## src/design/btlv_pkg.sv

```systemverilog
// Shared types and constants for the BER TLV header length parser.
// No dependencies; every design file refers to this package by scoped names.

package btlv_pkg;

    // One header byte with its framing mark and the receive buffer fill count
    typedef struct packed {
        logic [7:0]  data_byte;
        logic        frame_start;
        logic [16:0] buffered_count;
    } in_item_t;

    // One parse outcome
    typedef struct packed {
        logic [1:0]  status;
        logic [3:0]  header_length;
        logic [31:0] total_length;
    } out_item_t;

    localparam logic [1:0] ST_OK      = 2'd0;
    localparam logic [1:0] ST_OVERRUN = 2'd1;
    localparam logic [1:0] ST_BAD     = 2'd2;

    localparam logic [7:0] TAG_LOW_MASK  = 8'h1f;
    localparam logic [7:0] LEN_LONG_FORM = 8'h80;
    localparam logic [7:0] LEN_RESERVED  = 8'hff;
    localparam logic [3:0] HDR_LEN_MAX   = 4'hf;

endpackage

```

## src/design/btlv_parser.sv

```systemverilog
// Header parser state machine: holds the per-element state and decodes one byte
// per advance. Depends on btlv_pkg for item types and status codes.

module btlv_parser #(
    parameter int MAX_LENGTH_BYTES = 4,
    parameter int MAX_TAG_BYTES    = 6,
    parameter int BUFFER_BYTES     = 65536
) (
    input  logic                clk,
    input  logic                rst_n,
    input  logic                advance,
    input  btlv_pkg::in_item_t  item,
    output logic                result_valid,
    output btlv_pkg::out_item_t result
);

    // Largest header: full tag, length-form byte, leading zero plus length bytes
    localparam int POS_W = $clog2(MAX_TAG_BYTES + MAX_LENGTH_BYTES + 3);
    localparam int LBL_W = $clog2(MAX_LENGTH_BYTES + 2);
    localparam int CNT_W = 25;

    localparam logic [CNT_W-1:0] BUF_MAX  = CNT_W'(BUFFER_BYTES);
    localparam logic [POS_W-1:0] TAG_MAX  = POS_W'(MAX_TAG_BYTES);
    localparam logic [LBL_W-1:0] LBL_MAX  = LBL_W'(MAX_LENGTH_BYTES);
    localparam logic [6:0]       FORM_MAX = 7'(MAX_LENGTH_BYTES + 1);

    typedef enum logic [2:0] {
        PH_IDLE,
        PH_TAG_FIRST,
        PH_TAG_MORE,
        PH_LEN_FORM,
        PH_LEN_BYTES
    } phase_t;

    phase_t             phase_reg, phase_next;
    logic [POS_W-1:0]   pos_reg, pos_next;
    logic [LBL_W-1:0]   lbl_reg, lbl_next;
    logic [31:0]        acc_reg, acc_next;
    logic               pend_reg, pend_next;

    phase_t             cur_phase;
    logic [POS_W-1:0]   cur_pos;
    logic [LBL_W-1:0]   cur_lbl;
    logic [31:0]        cur_acc;
    logic               cur_pend;

    logic [CNT_W-1:0]   cnt_ext;
    logic [CNT_W-1:0]   cnt_sat;
    logic [POS_W-1:0]   pos_inc;
    logic [7:0]         b;
    logic [31:0]        acc_shift;
    logic [LBL_W-1:0]   lbl_dec;
    logic [7:0]         pos8;
    logic [3:0]         hdr_len;
    logic               do_finish;
    logic [31:0]        fin_content;
    logic [32:0]        fin_total;

    assign b         = item.data_byte;
    assign cnt_ext   = CNT_W'(item.buffered_count);
    assign cnt_sat   = (cnt_ext > BUF_MAX) ? BUF_MAX : cnt_ext;

    // A frame start drops any header in progress and opens a new tag
    assign cur_phase = item.frame_start ? PH_TAG_FIRST : phase_reg;
    assign cur_pos   = item.frame_start ? '0 : pos_reg;
    assign cur_lbl   = item.frame_start ? '0 : lbl_reg;
    assign cur_acc   = item.frame_start ? '0 : acc_reg;
    assign cur_pend  = item.frame_start ? 1'b0 : pend_reg;

    assign pos_inc   = cur_pos + POS_W'(1);
    assign acc_shift = {cur_acc[23:0], b};
    assign lbl_dec   = cur_lbl - LBL_W'(1);
    assign pos8      = 8'(pos_inc);
    assign hdr_len   = (pos8 > 8'(btlv_pkg::HDR_LEN_MAX)) ? btlv_pkg::HDR_LEN_MAX : pos8[3:0];
    assign fin_total = {1'b0, fin_content} + 33'(pos_inc);

    always_comb
    begin
        phase_next   = cur_phase;
        pos_next     = cur_pos;
        lbl_next     = cur_lbl;
        acc_next     = cur_acc;
        pend_next    = cur_pend;
        result_valid = 1'b0;
        result       = '0;
        do_finish    = 1'b0;
        fin_content  = '0;

        if (cur_phase == PH_IDLE)
        begin
            // drop stray bytes between elements
        end
        else if (cnt_sat < CNT_W'(pos_inc))
        begin
            result_valid  = 1'b1;
            result.status = btlv_pkg::ST_OVERRUN;
            phase_next    = PH_IDLE;
        end
        else
        begin
            pos_next = pos_inc;
            unique case (cur_phase)
                PH_TAG_FIRST:
                begin
                    if ((b & btlv_pkg::TAG_LOW_MASK) == btlv_pkg::TAG_LOW_MASK)
                        phase_next = PH_TAG_MORE;
                    else
                        phase_next = PH_LEN_FORM;
                end
                PH_TAG_MORE:
                begin
                    if (!b[7])
                        phase_next = PH_LEN_FORM;
                    else if (pos_inc >= TAG_MAX)
                    begin
                        result_valid         = 1'b1;
                        result.status        = btlv_pkg::ST_BAD;
                        result.header_length = hdr_len;
                        phase_next           = PH_IDLE;
                    end
                end
                PH_LEN_FORM:
                begin
                    if (b == btlv_pkg::LEN_RESERVED || b == btlv_pkg::LEN_LONG_FORM
                        || (b[7] && b[6:0] > FORM_MAX))
                    begin
                        result_valid         = 1'b1;
                        result.status        = btlv_pkg::ST_BAD;
                        result.header_length = hdr_len;
                        phase_next           = PH_IDLE;
                    end
                    else if (!b[7])
                    begin
                        do_finish   = 1'b1;
                        fin_content = 32'(b);
                    end
                    else
                    begin
                        lbl_next   = LBL_W'(b[6:0]);
                        pend_next  = (b[6:0] > 7'd1);
                        acc_next   = '0;
                        phase_next = PH_LEN_BYTES;
                    end
                end
                PH_LEN_BYTES:
                begin
                    pend_next = 1'b0;
                    if (cur_pend && b == 8'd0)
                    begin
                        // skip one leading zero length byte
                        lbl_next = lbl_dec;
                        if (lbl_dec > LBL_MAX)
                        begin
                            result_valid         = 1'b1;
                            result.status        = btlv_pkg::ST_BAD;
                            result.header_length = hdr_len;
                            phase_next           = PH_IDLE;
                        end
                    end
                    else if (cur_lbl > LBL_MAX || cur_lbl == '0 || cur_acc[31:24] != 8'd0)
                    begin
                        result_valid         = 1'b1;
                        result.status        = btlv_pkg::ST_BAD;
                        result.header_length = hdr_len;
                        phase_next           = PH_IDLE;
                    end
                    else
                    begin
                        acc_next = acc_shift;
                        lbl_next = lbl_dec;
                        if (lbl_dec == '0)
                        begin
                            do_finish   = 1'b1;
                            fin_content = acc_shift;
                        end
                    end
                end
                default:
                begin
                    phase_next = PH_IDLE;
                end
            endcase

            if (do_finish)
            begin
                result_valid         = 1'b1;
                result.header_length = hdr_len;
                phase_next           = PH_IDLE;
                if (fin_total[32])
                    result.status = btlv_pkg::ST_BAD;
                else
                begin
                    result.total_length = fin_total[31:0];
                    if (33'(cnt_sat) < fin_total)
                        result.status = btlv_pkg::ST_OVERRUN;
                    else
                        result.status = btlv_pkg::ST_OK;
                end
            end
        end
    end

    always_ff @(posedge clk or negedge rst_n)
    begin
        if (!rst_n)
        begin
            phase_reg <= PH_IDLE;
            pos_reg   <= '0;
            lbl_reg   <= '0;
            acc_reg   <= '0;
            pend_reg  <= 1'b0;
        end
        else if (advance)
        begin
            phase_reg <= phase_next;
            pos_reg   <= pos_next;
            lbl_reg   <= lbl_next;
            acc_reg   <= acc_next;
            pend_reg  <= pend_next;
        end
    end

endmodule

```

## src/design/ber_tlv_header_length_parser_core.sv

```systemverilog
// Top level of the BER TLV header length parser: input register, parser, result register.
// Depends on btlv_pkg and btlv_parser.
//
//   channel  | handshake                   | payload
//   ---------+-----------------------------+-----------------------------
//   bytes    | byte_valid / byte_ready     | byte_item   (in_item_t)
//   results  | result_valid / result_ready | result_item (out_item_t)
//
// One byte per cycle sustained while results are taken; a byte's result is loaded into the
// result register when the byte leaves the input register (the parser's single decode step).
// The parser state advances once per byte, so throughput is set by that one update.
// A stalled result holds the result register; one more byte may wait in the input register.
// rst_n clears the handshake state and returns the parser to idle.

module ber_tlv_header_length_parser_core #(
    parameter int MAX_LENGTH_BYTES = 4,
    parameter int MAX_TAG_BYTES    = 6,
    parameter int BUFFER_BYTES     = 65536
) (
    input  logic                clk,
    input  logic                rst_n,
    input  logic                byte_valid,
    output logic                byte_ready,
    input  btlv_pkg::in_item_t  byte_item,
    output logic                result_valid,
    input  logic                result_ready,
    output btlv_pkg::out_item_t result_item
);

    logic                in_vld_reg;
    btlv_pkg::in_item_t  in_item_reg;
    logic                out_vld_reg;
    btlv_pkg::out_item_t out_item_reg;

    logic                advance;
    logic                take;
    logic                res_valid;
    btlv_pkg::out_item_t res;

    // Decode the held byte once the result register is free or draining
    assign advance      = in_vld_reg && (!out_vld_reg || result_ready);
    assign take         = byte_valid && byte_ready;
    assign byte_ready   = !in_vld_reg || advance;
    assign result_valid = out_vld_reg;
    assign result_item  = out_item_reg;

    btlv_parser #(
        .MAX_LENGTH_BYTES (MAX_LENGTH_BYTES),
        .MAX_TAG_BYTES    (MAX_TAG_BYTES),
        .BUFFER_BYTES     (BUFFER_BYTES)
    ) u_parser (
        .clk          (clk),
        .rst_n        (rst_n),
        .advance      (advance),
        .item         (in_item_reg),
        .result_valid (res_valid),
        .result       (res)
    );

    always_ff @(posedge clk or negedge rst_n)
    begin
        if (!rst_n)
        begin
            in_vld_reg  <= 1'b0;
            out_vld_reg <= 1'b0;
        end
        else
        begin
            if (take)
                in_vld_reg <= 1'b1;
            else if (advance)
                in_vld_reg <= 1'b0;

            if (advance && res_valid)
                out_vld_reg <= 1'b1;
            else if (result_ready)
                out_vld_reg <= 1'b0;
        end
    end

    always_ff @(posedge clk)
    begin
        if (take)
            in_item_reg <= byte_item;
        if (advance && res_valid)
            out_item_reg <= res;
    end

    a_status_code: assert property (@(posedge clk) disable iff (!rst_n)
        result_valid |-> result_item.status <= btlv_pkg::ST_BAD)
        else $error("undefined status code on result");

    a_bad_no_total: assert property (@(posedge clk) disable iff (!rst_n)
        (result_valid && result_item.status == btlv_pkg::ST_BAD)
        |-> result_item.total_length == 32'd0)
        else $error("bad length result carries a total");

    a_ok_sizes: assert property (@(posedge clk) disable iff (!rst_n)
        (result_valid && result_item.status == btlv_pkg::ST_OK)
        |-> (result_item.header_length >= 4'd2
             && result_item.total_length >= 32'(result_item.header_length)))
        else $error("ok result with impossible header or total length");

    a_stall_holds_byte: assert property (@(posedge clk) disable iff (!rst_n)
        (in_vld_reg && !advance) |=> (in_vld_reg && $stable(in_item_reg)))
        else $error("held byte lost while parser stalled");

endmodule

```

## config.mk

```make
export PLATFORM = sky130hd
export DESIGN_NAME = ber_tlv_header_length_parser_core
export DESIGN_NICKNAME = d
export VERILOG_FILES = /design/src/design/btlv_pkg.sv /design/src/design/btlv_parser.sv /design/src/design/ber_tlv_header_length_parser_core.sv
export SDC_FILE = /design/constraint.sdc
export NUM_CORES = 1
export LEC_CHECK = 0
export ABC_AREA = 1
export BUFFER_PORTS_ARGS = -buffer_cell sky130_fd_sc_hd__buf_2
export CELL_PAD_IN_SITES_DETAIL_PLACEMENT = 1
export CELL_PAD_IN_SITES_GLOBAL_PLACEMENT = 2
export CORE_ASPECT_RATIO = 0.75
export CORE_MARGIN = 2
export CORE_UTILIZATION = 38
export CTS_CLUSTER_DIAMETER = 80
export CTS_CLUSTER_SIZE = 20
export DETAILED_ROUTE_END_ITERATION = 10
export PLACE_DENSITY = 0.85
export SETUP_SLACK_MARGIN = 0.5
export SYNTH_ARGS = -nofsm -noshare
export SYNTH_HDL_FRONTEND = slang
export SYNTH_SLANG_ARGS = --single-unit
```

## constraint.sdc

```tcl
create_clock -name clk -period 10.5 [get_ports clk]
set_input_delay 1.575 -clock clk [delete_from_list [all_inputs] [get_ports clk]]
set_output_delay 1.575 -clock clk [all_outputs]
set_load 0.03 [all_outputs]
```

==> results of run 1 <==
-- critical path: cells and delay by family, from the launching register on --
family / cells / cell delay, ps
AO/OA/AOI/OAI: 2 / 130
buffers and inverters: 7 / 1310
flip-flops: 1 / 360
XOR/XNOR: 2 / 310
AND/OR/NAND/NOR: 26 / 2880
adder cells (fa/ha/maj): 5 / 1460
-- routing by layer --
| metal | global-route usage | vias up | routed length, microns |
|---|---|---|---|
| met5 | 0 | - | 0 |
| li1 | - | 3267 | - |
| met3 | 0.0353 | 21 | 823 |
| met4 | 0.0537 | 0 | 303 |
| met1 | 0.334 | 3227 | 11300 |
| met2 | 0.362 | 129 | 10200 |
-- cells by family after synthesis --
family                     count (synthesis)
AOI/OAI and AO/OA                        190
xor gates and xnor gates                  15
adders and majority gates                 28
buffers and inverters                    207
DFF                                      109
and+or+nand+nor                          395
-- power groups by stage --
| stage | combinational, W | sequential (W) | clock [W] |
|---|---|---|---|
| floorplan | 0.000416 | 0.000644 | 0 |
| global placement | 0.000615 | 0.000615 | 0 |
| detailed placement | 0.000626 | 0.000619 | 0 |
| CTS | 0.000629 | 0.000611 | 0.000346 |
| global route | 0.000706 | 0.000624 | 0.000363 |
| finish | 0.000629 | 0.000610 | 0.000340 |
-- worst max path at each step --
stage | cells after the start | slack, ps | to
floorplan | 46 | 4340 | result_item[36]$_SDFFCE_PP0P_
global placement | 42 | 4150 | result_item[36]$_SDFFCE_PP0P_
detailed placement | 42 | 3870 | result_item[36]$_SDFFCE_PP0P_
CTS | 42 | 3730 | result_item[36]$_SDFFCE_PP0P_
global route | 42 | 3040 | result_item[36]$_SDFFCE_PP0P_
finish | 42 | 3770 | result_item[36]$_SDFFCE_PP0P_
-- cells in the mapped netlist, types with 3 or more instances --
| cell | number | share of area |
|---|---|---|
| sky130_fd_sc_hd__nand2_2 | 6 | 0.0051 |
| sky130_fd_sc_hd__xor2_1 | 10 | 0.012 |
| sky130_fd_sc_hd__a211oi_1 | 3 | 0.0031 |
| sky130_fd_sc_hd__nand3_2 | 4 | 0.0054 |
| sky130_fd_sc_hd__nor3_2 | 8 | 0.011 |
| sky130_fd_sc_hd__nor2_4 | 4 | 0.0061 |
| sky130_fd_sc_hd__o211ai_1 | 11 | 0.011 |
| sky130_fd_sc_hd__nand4_1 | 23 | 0.020 |
| sky130_fd_sc_hd__nor3_1 | 10 | 0.0068 |
| sky130_fd_sc_hd__inv_2 | 5 | 0.0025 |
| sky130_fd_sc_hd__xnor2_1 | 5 | 0.0059 |
| sky130_fd_sc_hd__clkbuf_1 | 24 | 0.012 |
| sky130_fd_sc_hd__nand2_1 | 134 | 0.068 |
| sky130_fd_sc_hd__a31oi_1 | 5 | 0.0042 |
| sky130_fd_sc_hd__o21ai_0 | 53 | 0.036 |
| sky130_fd_sc_hd__o221ai_1 | 3 | 0.0036 |
| sky130_fd_sc_hd__inv_1 | 160 | 0.081 |
| sky130_fd_sc_hd__dfrtp_1 | 45 | 0.15 |
| sky130_fd_sc_hd__a21oi_1 | 43 | 0.029 |
| sky130_fd_sc_hd__ha_1 | 27 | 0.046 |
| sky130_fd_sc_hd__nand3_1 | 38 | 0.026 |
| sky130_fd_sc_hd__a221oi_1 | 18 | 0.021 |
| sky130_fd_sc_hd__edfxtp_1 | 64 | 0.26 |
| sky130_fd_sc_hd__o22ai_1 | 39 | 0.033 |
| sky130_fd_sc_hd__buf_4 | 3 | 0.0031 |
| sky130_fd_sc_hd__buf_1 | 5 | 0.0025 |
| sky130_fd_sc_hd__nor4_1 | 3 | 0.0025 |
| sky130_fd_sc_hd__nor2_1 | 143 | 0.073 |
| sky130_fd_sc_hd__nor2_2 | 13 | 0.011 |
| sky130_fd_sc_hd__a22oi_1 | 3 | 0.0031 |
| sky130_fd_sc_hd__a22o_1 | 3 | 0.0036 |
| sky130_fd_sc_hd__buf_6 | 4 | 0.0061 |
-- final cells by class --
| class | instances | area share |
|---|---|---|
| clock buffers | 13 | 0.0319 |
| clock inverters | 3 | 0.00244 |
| inverters | 169 | 0.0786 |
| multi-input cells | 628 | 0.428 |
| flip-flops and latches | 109 | 0.372 |
| well taps | 253 | 0.0386 |
| repair buffers | 77 | 0.0494 |
-- per-stage QoR --
stage	util	setup WS [ps]	total power, W	cell area, sq um	hold WS [ps]
6_report	0.427	3770	0.00158	8200	503
5_1_grt	0.427	3040	0.00169	8200	548
4_1_cts	0.427	3730	0.00159	8200	511
3_5_place_dp	0.412	3870	0.00124	7920	493
3_3_place_gp	0.412	4150	0.00123	7920	475
2_1_floorplan	-	4340	0.00106	7380	464
==> results by stage, run 1 <==
Timing:
- The total setup violations reported at the end of the flow is 0.
- After routing, the total negative slack on setup checks comes to 0 ps.
- The max-slew violation total from the final report is 0.
- Setup repair after global routing left no endpoint under its margin.
- The number of hold-slack violations in the final timing report is 0.
- The worst pin sits at a relative slew slack of 0.234.
- The measured slew at the worst slew-check pin is 1150 ps.
- The clock arrives with 12.5 ps of skew.
- The maximum clock rate is 149 MHz.
- The share of the clock period used by the worst path after layout is 0.641.
- The final critical delay including setup and external delays is 6730 ps.

Routing:
- The detailed router finished its first iteration with 446 violations.
- In the routed design, unresolved DRC markers number 0.
- The average wire per cell in the routed design is 18.1 microns.
- Before antenna repair, the detailed router went through 5 iterations.
- The number of nets still failing antenna checks after routing is 0.
- The detailed router placed 6644 vias in this run.
- Dividing the detail-routed via count by the number of cells gives 5.31.
- Wires add up to 22.7 mm.

GRT:
- The number of global-route vias before repair came to 6863.
- Entering global routing, the biggest net connects 61 pins.
- The first global-routing pass estimated 36.9 mm of wire.
- Across every metal layer, demand over resource in global routing totals 0.231.
- The overflow left after global routing is 0.
- The initial antenna violation count is 0.

CTS:
- After clock tree synthesis, the setup repair step added 0 buffers.
- The register clock-pin slew on the reported worst setup and hold paths is 80 ps.
- The CTS tree is done.
- The cts-stage hold buffer count is 0.
- The post-CTS resize count is 0.
- Counting every sink on the clock net gives 109.
- The number of clock buffers inserted by TritonCTS is 9.
- The worst-case clock buffer depth is 2.
- The H-tree generated during clock tree synthesis spans 3 levels.
- For the worst-skew pair, the clock arrives at the later sink with an insertion delay of 360 ps.
- The buffer cell driving the clock tree root is sky130_fd_sc_hd__clkbuf_16.

Floorplan:
- In this run the horizontal extent of the chip is 165 microns.
- The initial utilization of the core area, before any placement, comes to 0.384.
- In this run the core area contains 44 standard-cell rows.
- The standard cell core area is 19200 sq um.
- The I/O pin total is 70.
- The die covers 20600 sq um.
- The die span in y is 125 microns.

Power:
- The switching power share of the total is 0.412.
- The cell area power density is 193 nW/um^2.
- The share of total power dissipated in sequential elements is 0.387.
- Of the total power, the clock network draws 0.215.
- IR analysis of the VDD net gives a maximum drop of 0.0885 mV.
- Summed over all nets, the switching power comes to 0.000651 W.
- The static leakage power is 3.55 nW.
- The combinational share of power is 0.399.
- The internal power is 0.000928 W.

Yosys:
- The count of state elements after synthesis is 109.
- Of the total synthesized cell area, the portion taken by XOR and XNOR cells is 0.0178.
- The fraction of registers with async set/reset is 0.413.
- The share of the Yosys chip area taken by registers is 0.413.
- Measured against the total synthesized area, the mux share comes to 0.
- The post-synthesis net count is 1002.
- The synthesized netlist contains 53 unique library cells.
- The mean cell area of the mapped netlist is 7.81 sq um.
- The adder and majority gate portion of the synthesized area is 0.0485.
- The main combinational cell family by area after synthesis is simple AND/OR/NAND/NOR gates.
- The most used flip-flop cell after synthesis is sky130_fd_sc_hd__edfxtp_1.
- The synthesized design contains 64 enable-type register cells.
- The number of warnings printed during yosys synthesis is 0.
- The compound-cell area share of the yosys netlist was 0.158.
- The simple-gate area share of the yosys netlist is 0.248.
- In this run the cell area of the synthesized design comes to 7380 sq um.
- Synthesis handed over a netlist of 944 instances.

Setup path:
- On the worst path, the slowest cell contributes a delay of 500 ps.
- The cell with the largest stage delay on the worst path is sky130_fd_sc_hd__buf_4.
- The worst endpoint required time is 10590 ps.
- The endpoint identified for the worst register-to-register timing path is result_item[36]$_SDFFCE_PP0P_.
- The number of cells on the worst reg-to-reg path is 42.
- The largest fanout of any net on the critical path is 56.
- The origin of the worst setup path is in_item_reg[17]$_DFFE_PP_.
- The cell repeated most along the worst path is sky130_fd_sc_hd__nand2_1.
- The worst setup path is captured at a flop.
- The critical path class is flop to flop.
- The beginning of the worst register-to-register path is in_item_reg[17]$_DFFE_PP_.
- STA classifies the critical path startpoint as a flop.
- In this run the register-to-register setup slack is 3770 ps.
- Data on the critical path arrives at its endpoint at 6820 ps.

Place:
- Summed over all nets, the half-perimeter wirelength after detailed placement is 16.6 mm.
- At the end of routability-driven placement, the weighted congestion stood at 0.841.
- Buffers placed on the I/O ports in this run total 69.
- The cell count after placement is 1236.

Final layout:
- The sequential cell area is 3050 sq um.
- The number of antenna diodes is 0.
- The multi-input logic area is 3510 sq um.
- Leaving out fill and tap cells, the most frequent cell in the layout is sky130_fd_sc_hd__inv_1.
- The share of layout cells above drive strength 1 is 0.142.
- After the last flow step, the layout net total stands at 1052.
- Leaving out filler cells and counting taps, the final layout contains 1252.
- The register with the most flip-flops in the layout has 38 of them.
- The synthesis-to-layout area growth is 11.2%.
- In the layout the commonest cells are 160 x sky130_fd_sc_hd__inv_1, 141 x sky130_fd_sc_hd__nor2_1, 133 x sky130_fd_sc_hd__nand2_1.
- The fill cell instance count of the final layout is 2390.

Outcome:
- The flow ran to the end, and the final reports show no timing, DRC or antenna violations.

Worst hold path:
- The startpoint identified for the worst hold timing path is u_parser.acc_reg[28]$_DFFE_PN0P_.
- Counting instances, the worst hold path has a depth of 1.
- The path with the worst hold slack has its endpoint at u_parser.acc_reg[28]$_DFFE_PN0P_.
- The class of the most critical hold timing path is flop to flop.

Run:
- The max-capacitance violation count is 0.
No activity file was read; power rests on OpenSTA's default activity.
==> inputs of run 2 (changes only) <==
--- a/config.mk
+++ b/config.mk
@@ -5,7 +5,7 @@
 export SDC_FILE = /design/constraint.sdc
 export NUM_CORES = 1
 export LEC_CHECK = 0
-export ABC_AREA = 1
+export ABC_AREA = 0
 export BUFFER_PORTS_ARGS = -buffer_cell sky130_fd_sc_hd__buf_2
 export CELL_PAD_IN_SITES_DETAIL_PLACEMENT = 1
 export CELL_PAD_IN_SITES_GLOBAL_PLACEMENT = 2
@@ -15,7 +15,7 @@
 export CTS_CLUSTER_DIAMETER = 80
 export CTS_CLUSTER_SIZE = 20
 export DETAILED_ROUTE_END_ITERATION = 10
-export PLACE_DENSITY = 0.85
+export PLACE_DENSITY = 0.8
 export SETUP_SLACK_MARGIN = 0.5
 export SYNTH_ARGS = -nofsm -noshare
 export SYNTH_HDL_FRONTEND = slang
==> constraint.sdc (replaced) <==
create_clock -name clk -period 6.9 [get_ports clk]
set_input_delay 1.035 -clock clk [delete_from_list [all_inputs] [get_ports clk]]
set_output_delay 1.035 -clock clk [all_outputs]
set_load 0.03 [all_outputs]
==> results by stage, run 2 <==
Floorplan:
- The initialized floorplan defines 40 standard-cell rows.
- The initial core utilization is 0.385.
- The I/O pin total is 70.
- The standard cell core area is 15800 sq um.
- From left edge to right edge, the die measures 150 microns.
- The die span in y is 114 microns.
- The die covers 17100 sq um.

GRT:
- The overflow left after global routing is 0.
- The initial antenna violation count was 0.
- The number of global-route vias before repair came to 5115.
- The first-pass GRT wire length is 29.1 mm.
- The largest net degree at the start of global routing is 46.
- The total routing resource utilization after global routing is 0.224.

CTS:
- The clock latency reported for the late side of the worst-skew pair is 360 ps.
- The longest clock path from root to sink contains 2 buffers.
- The cts-stage hold buffer count is 0.
- The CTS tree is done.
- For this design, the sink count on the clock tree is 109.
- The register clock-pin slew on the reported worst setup and hold paths is 80 ps.
- Clock tree synthesis inserted a total of 9 buffers.
- The buffer cell driving the clock tree root is sky130_fd_sc_hd__clkbuf_16.
- The maximum level of the CTS H-tree is 3.

Timing:
- Hold timing on the final database bottoms out at a slack of 492 ps.
- The relative max-transition margin is 0.234.
- Dividing the final minimum period by the clock period gives 0.870.
- The maximum clock skew at final layout is 9.88 ps.
- The final critical delay including setup and external delays is 6000 ps.
- Setup repair after global routing left no endpoint under its margin.
- The total negative slack for setup checks is 0 ps.
- The max-slew violation total from the final report is 0.
- The measured slew at the worst slew-check pin is 1150 ps.
- Static timing analysis puts the maximum clock frequency at 167 MHz.
- The number of hold-slack violations in the final timing report came to 0.
- The total setup violations reported at the end of the flow is 0.

Power:
- IR analysis of the VDD net gives a maximum drop of 0.117 mV.
- Summed over all cells, the static leakage comes to 2.81 nW.
- The design draws 0.00161 W.
- For this design the ratio of total power to cell area is 225 nW/um^2.

Final layout:
- Of the cells placed in the final design, the portion with a size suffix greater than 1 is 0.194.
- In the layout the commonest cells are 69 x sky130_fd_sc_hd__buf_2, 64 x sky130_fd_sc_hd__edfxtp_1, 52 x sky130_fd_sc_hd__nor2_1.
- The most common cell after layout, fill and taps aside is sky130_fd_sc_hd__buf_2.
- The number of antenna diodes is 0.
- The register with the most flip-flops in the layout has 38 of them.
- The number of nets in the final layout is 722.
- Relative to the synthesized area, the layout overhead comes to 17.7%.

Worst hold path:
- The class of the most critical hold timing path is flop to flop.
- The hold path startpoint is u_parser.pend_reg$_DFFE_PN0P_.
- The endpoint with the worst hold slack is u_parser.pend_reg$_DFFE_PN0P_.
- Along the worst hold path, the cell count comes to 2.

Yosys:
- The number of nets handed over by synthesis was 649.
- By area the synthesized netlist is led by sky130_fd_sc_hd__edfxtp_1 32%, sky130_fd_sc_hd__dfrtp_1 19%, sky130_fd_sc_hd__ha_1 5.6%.
- The biggest area contributor in the post-synthesis netlist is sky130_fd_sc_hd__edfxtp_1.
- The post-synthesis cell area is 6080 sq um.
- The sequential cell area fraction in the yosys report is 0.501.
- The dominant cell by count in the synthesized netlist is sky130_fd_sc_hd__edfxtp_1.
- Counting flops and latches in the post-synthesis netlist gives 109.
- The number of distinct library cells after synthesis is 63.
- The number of flops mapped to enable cells by yosys is 64.
- The main flop type after synthesis is sky130_fd_sc_hd__edfxtp_1.
- Of the post-synthesis cell area, the dominant cell type holds 0.316.
- The fraction of registers with async set/reset is 0.413.
- The cell count after synthesis came out at 591.
- The number of warnings printed during yosys synthesis is 0.
- The mean cell area of the mapped netlist is 10.3 sq um.
- Ranked by instance count, the synthesized netlist is headed by 64 x sky130_fd_sc_hd__edfxtp_1, 54 x sky130_fd_sc_hd__nor2_1, 52 x sky130_fd_sc_hd__nand2_1.

Setup path:
- The count of cells along the worst register-to-register path is 28.
- In this run the critical register-to-register path is launched from in_item_reg[17]$_DFFE_PP_.
- The kind of cell with the highest combined delay along the critical path is simple AND/OR/NAND/NOR gates.
- The cell with the largest stage delay on the worst path is sky130_fd_sc_hd__edfxtp_1.
- The worst endpoint required time is 7000 ps.
- The endpoint identified for the worst register-to-register timing path is result_item[36]$_SDFFCE_PP0P_.
- Across all register-to-register paths, the minimum setup slack is 900 ps.
- The nature of the critical path endpoint is a flop.
- The cell repeated most along the worst path is sky130_fd_sc_hd__inv_1.
- Data arrives at the worst endpoint at 6100 ps.
- The number of buffer and inverter stages on the critical path is 5.
- The largest fanout of any net on the critical path is 12.
- The critical path class is flop to flop.
- For this run, the slowest stage of the critical path takes 450 ps.
- The kind of start point of the critical path is a flop.

Outcome:
- The flow ran to the end, and the final reports show no timing, DRC or antenna violations.

Routing:
- The first-iteration detailed-routing DRC count is 403.
- Wire segments on met2 add up to 8.13 mm in the final route.
- The average wire per cell in the routed design is 20.8 microns.
- The total detailed-routing wirelength is 18.3 mm.
- The detailed-routing wirelength on met1 is 9.11 mm.
- The first TritonRoute pass finished after 8 iterations.
- In the routed design, unresolved DRC markers number 0.
- The top routing layer in use is met4.
- The number of nets still failing antenna checks after routing is 0.
- The total vias in the final route is 4951.
- Dividing the detail-routed via count by the number of cells gives 5.63.
- The routed design uses 874 microns of met3 wire.

Place:
- After legalization and detailed placement, the total HPWL measured 13.8 mm.
- During placement, the flow inserted port buffers numbering 69.
- The congestion estimate from routability-driven global placement came to 0.866.

Run:
- The max-capacitance violation count is 0.
[run 2: cell types whose count changed in the layout (fill, tap and decap cells not counted), sizes merged, moves of 11 or more]
cell / delta
a22o: +26
inv: -146
a21oi: -20
nand2: -89
buf: +11
nor2: -107
and2: +18
nand3: -23
a221oi: -17
o21ai: -32
xnor2: +19
nor2b: +19
o22ai: -36
[run 2: repair_timing]
item                                    in CTS  in global routing
resized for setup                            3                 18
setup buffers                                0                  1
pin swaps                                    0                  1
endpoints found under the setup margin       1                  1
[run 2: how the worst max path moves through the flow]
stage,from,end,slack (ps),cells after the start
final,in_item_reg[17]$_DFFE_PP_,result_item[36]$_SDFFCE_PP0P_,900,28
after global routing,in_item_reg[17]$_DFFE_PP_,result_item[36]$_SDFFCE_PP0P_,520,28
after CTS,in_item_reg[17]$_DFFE_PP_,result_item[36]$_SDFFCE_PP0P_,550,28
after detailed placement,in_item_reg[17]$_DFFE_PP_,result_item[36]$_SDFFCE_PP0P_,350,28
after global placement,in_item_reg[17]$_DFFE_PP_,result_item[36]$_SDFFCE_PP0P_,620,28
after floorplan,in_item_reg[17]$_DFFE_PP_,result_item[36]$_SDFFCE_PP0P_,710,29
[run 2: final cells by class]
cell class | count | area [sq um]
inverters | 20 | 75.1
clock buffers | 9 | 225
clock inverters | 7 | 96.3
flip-flops and latches | 109 | 3050
repair buffers | 88 | 488
multi-input cells | 436 | 2970
fillers | 1784 | 8650
well taps | 210 | 263
[run 2: kinds of logic after synthesis]
logic type               after synthesis  synth area share
multiplexers                           1           0.00165
XOR/XNOR                              38            0.0547
flip-flops                           109             0.501
adder cells (fa/ha/maj)               28            0.0588
AO/OA/AOI/OAI                        115             0.133
buffers and inverters                 46            0.0306
AND/OR/NAND/NOR                      254             0.220
[run 2: layer usage]
metal	global-route usage	vias up
met3	0.0308	13
met1	0.342	2491
met5	0	-
met2	0.337	126
met4	0.0547	0
li1	-	2321
[run 2: where the power goes]
group	leakage (nW)	switching, W	internal (W)
Combinational	1.40	0.000203	0.0000941
Clock	0.157	0.000264	0.000291
Sequential	1.26	0.0000339	0.000726
Total	2.81	0.000500	0.00111
[run 2: stage by stage]
stage	cells	setup WS, ps	utilization	area (sq um)
5_1_grt	879	520	0.453	7160
4_1_cts	878	550	0.446	7060
3_5_place_dp	862	354	0.425	6720
6_report	879	899	0.453	7160
2_1_floorplan	591	711	-	6080
3_3_place_gp	862	625	0.425	6720
[run 2: tightest hold or removal path, delay by kind of cell (launching register included)]
kind | cells | cell delay [ps]
flip-flops | 1 | 350
AND/OR/NAND/NOR | 2 | 120
==> inputs of run 3 (changes only) <==
--- a/config.mk
+++ b/config.mk
@@ -8,10 +8,10 @@
 export ABC_AREA = 0
 export BUFFER_PORTS_ARGS = -buffer_cell sky130_fd_sc_hd__buf_2
 export CELL_PAD_IN_SITES_DETAIL_PLACEMENT = 1
-export CELL_PAD_IN_SITES_GLOBAL_PLACEMENT = 2
+export CELL_PAD_IN_SITES_GLOBAL_PLACEMENT = 1
 export CORE_ASPECT_RATIO = 0.75
 export CORE_MARGIN = 2
-export CORE_UTILIZATION = 38
+export CORE_UTILIZATION = 46
 export CTS_CLUSTER_DIAMETER = 80
 export CTS_CLUSTER_SIZE = 20
 export DETAILED_ROUTE_END_ITERATION = 10
==> results by stage, run 3 (synthesized netlist as in run 2, its figures left out) <==
Floorplan:
- For this configuration, the core starts out at a cell density of 0.469.
- In this run the horizontal extent of the chip is 137 microns.
- The total number of placement rows is 36.
- The die area is 14200 sq um.
- In this run the vertical extent of the chip is 104 microns.
- For this design the top-level I/O count stands at 70.
- In this run the standard cell core region covers 13000 sq um.

Final layout:
- The area growth from synthesis to layout is 15.4%.
- The number of flip-flops under the largest register name is 38.
- The most common cell after layout, fill and taps aside is sky130_fd_sc_hd__buf_2.
- Of the cells placed in the final design, the portion with a size suffix greater than 1 is 0.184.
- In the final design database the tool counted 720 nets.
- The sequential cell area is 3050 sq um.
- In the layout the commonest cells are 69 x sky130_fd_sc_hd__buf_2, 64 x sky130_fd_sc_hd__edfxtp_1, 51 x sky130_fd_sc_hd__nand2_1, 51 x sky130_fd_sc_hd__nor2_1, 45 x sky130_fd_sc_hd__dfrtp_1.
- Summing all non-filler instances in the final layout gives an area of 7020 sq um.
- The fill cell instance count of the final layout is 1457.
- The number of antenna diodes is 0.
- The multi-input logic area is 2920 sq um.

CTS:
- Clock tree synthesis inserted a total of 9 buffers.
- The worst-case clock buffer depth is 2.
- The H-tree was split into 3 levels.
- The buffer cell driving the clock tree root is sky130_fd_sc_hd__clkbuf_16.
- Clock tree synthesis found a total of 109 sinks.
- After clock tree synthesis, the clock-pin slew on the worst setup and hold paths is 80 ps.
- After clock tree synthesis, the flow added hold-fix buffers numbering 0.
- TritonCTS built the clock tree.
- The clock latency reported for the late side of the worst-skew pair is 350 ps.

Timing:
- The relative max-transition margin is 0.251.
- The total setup violations reported at the end of the flow is 0.
- The share of the clock period used by the worst path after layout is 0.877.
- The maximum clock skew at final layout is 8.33 ps.
- The max-slew violation total from the final report is 0.
- Derived from the worst setup path, the maximum achievable clock frequency is 165 MHz.
- After layout, the worst setup slack is 850 ps.
- Setup total negative slack on the finished layout was measured at 0 ps.
- The final critical delay including setup and external delays is 6050 ps.
- Setup repair after global routing left no endpoint under its margin.
- The number of hold-slack violations in the final timing report was 0.
- The measured slew at the worst slew-check pin is 1120 ps.

Power:
- The overall power after layout is 0.00156 W.
- The static leakage power is 2.78 nW.
- The peak supply drop is 0.174 mV.
- Dividing total power by cell area gives a power density of 223 nW/um^2.

Setup path:
- The cell with the largest stage delay on the worst path is sky130_fd_sc_hd__edfxtp_1.
- The worst setup path is of the flop to flop kind.
- The worst endpoint required time is 6980 ps.
- The nature of the critical path endpoint is a flop.
- The worst path arrival time is 6130 ps.
- Broken down by cell family, the worst path's largest delay share belongs to simple AND/OR/NAND/NOR gates.
- The largest fanout of any net on the critical path is 10.
- The kind of start point of the critical path is a flop.
- In this design, the stage delay of the slowest critical-path cell is 500 ps.
- The cell repeated most along the worst path is sky130_fd_sc_hd__ha_1.
- The number of buffer and inverter stages on the critical path is 3.

GRT:
- The number of global-route vias before repair is 5189.
- The initial antenna violation count is 0.
- The first-pass GRT wire length is 29.2 mm.
- For this run, the total global-route usage over all layers was measured as 0.265.
- The largest net degree at the start of global routing is 46.
- The overflow left after global routing is 0.

Routing:
- Dividing the detail-routed wire length by the instance count gives 21.8 microns.
- In this run the remaining antenna-violating nets after routing total 0.
- The first-iteration detailed-routing DRC count is 528.
- The routed layout has 5060 vias.
- The ratio of routed vias to standard cells is 6.04.
- The first detailed-routing pass took 5 iterations.
- After detailed routing, the number of remaining DRC violations is 0.
- Wires add up to 18.3 mm.

Place:
- The placed instances occupy a cell area of 6610 sq um.
- The placed wire-length estimate is 13.6 mm.
- At the placement stage, the worst setup path has a slack of 512 ps.
- In this run the tool buffered the top-level ports with 69 buffer cells.
- The congestion estimate from routability-driven global placement came to 0.924.

Outcome:
- The flow ran to the end, and the final reports show no timing, DRC or antenna violations.

Worst hold path:
- The class of the most critical hold timing path is flop to flop.

Run:
- The max-capacitance violation count is 0.
## run 3: changes by cell type in the layout (fill, tap and decap cells not counted), sizes merged
cell and change:
buf -2, bufinv -1, clkbuf +1, clkinv -2, inv +2
## run 3: stage by stage
step	hold slack, ps	util	cells
floorplan	430	-	591
finish	480	0.541	838
detailed placement	466	0.510	815
global placement	456	0.510	815
global route	538	0.541	838
CTS	483	0.533	831
## run 3: worst reg2reg max path, stage by stage (launching register included)
cell                       delay [ps]
sky130_fd_sc_hd__edfxtp_1         500
sky130_fd_sc_hd__nor2b_2          270
sky130_fd_sc_hd__ha_1             270
sky130_fd_sc_hd__xnor2_2          140
sky130_fd_sc_hd__ha_1             330
sky130_fd_sc_hd__o2111a_1         270
sky130_fd_sc_hd__o31ai_1          100
sky130_fd_sc_hd__buf_4            190
sky130_fd_sc_hd__nor2_2           140
sky130_fd_sc_hd__and2_1           140
sky130_fd_sc_hd__ha_1             190
sky130_fd_sc_hd__inv_1             70
sky130_fd_sc_hd__fa_1             410
sky130_fd_sc_hd__nand2b_1         180
sky130_fd_sc_hd__a21oi_2          220
sky130_fd_sc_hd__and2_1           200
sky130_fd_sc_hd__nand3_1          140
sky130_fd_sc_hd__or2_2            360
sky130_fd_sc_hd__xor2_2           210
sky130_fd_sc_hd__inv_1             70
sky130_fd_sc_hd__ha_1             310
sky130_fd_sc_hd__nand4_1          120
sky130_fd_sc_hd__nor3_1           200
sky130_fd_sc_hd__o31ai_1          100
sky130_fd_sc_hd__a31oi_1          180
sky130_fd_sc_hd__nor2_1            60
sky130_fd_sc_hd__nor4_1           270
sky130_fd_sc_hd__a311oi_1         140
## run 3: timing repair
item	in CTS	in global routing
buffers inserted	0	7
pin swaps	0	4
gates resized for setup	3	13
endpoints found under the setup margin	1	1
## run 3: path summary, 6_finish.rpt
| path | startpoint | to | slack, ps | cells after the start |
|---|---|---|---|---|
| max | in_item_reg[17]$_DFFE_PP_ | result_item[36]$_SDFFCE_PP0P_ | 850 | 27 |
| min | u_parser.pend_reg$_DFFE_PN0P_ | u_parser.pend_reg$_DFFE_PN0P_ | 480 | 2 |
| max reg2reg | in_item_reg[17]$_DFFE_PP_ | result_item[36]$_SDFFCE_PP0P_ | 850 | 27 |
| min reg2reg | u_parser.pend_reg$_DFFE_PN0P_ | u_parser.pend_reg$_DFFE_PN0P_ | 480 | 2 |
| max in group asynchronous | rst_n | u_parser.acc_reg[13]$_DFFE_PN0P_ | 5360 | 1 |
| min in group asynchronous | rst_n | u_parser.phase_reg[1]$_DFFE_PN0P_ | 870 | 1 |
## run 3: area by class of cell
type	instances	area share
clock buffer	10	0.0326
clock inverter	6	0.00784
inverter	20	0.0107
multi-input combinational	436	0.416
sequential	109	0.434
tap	171	0.0305
timing repair buffer	86	0.0679
## run 3: layer usage
metal	vias to the layer above	part of all wire	global-route usage	routed length, microns
li1	2318	-	-	-
met1	2528	0.46	0.394	8420
met2	194	0.47	0.410	8590
met3	20	0.058	0.0396	1050
met4	0	0.011	0.0611	199
met5	-	0	0	0
## run 3: where the power goes
| group | internal [W] | switching, W |
|---|---|---|
| clock | 0.000253 | 0.000254 |
| sequential | 0.000726 | 0.0000369 |
| combinational | 0.0000917 | 0.000201 |
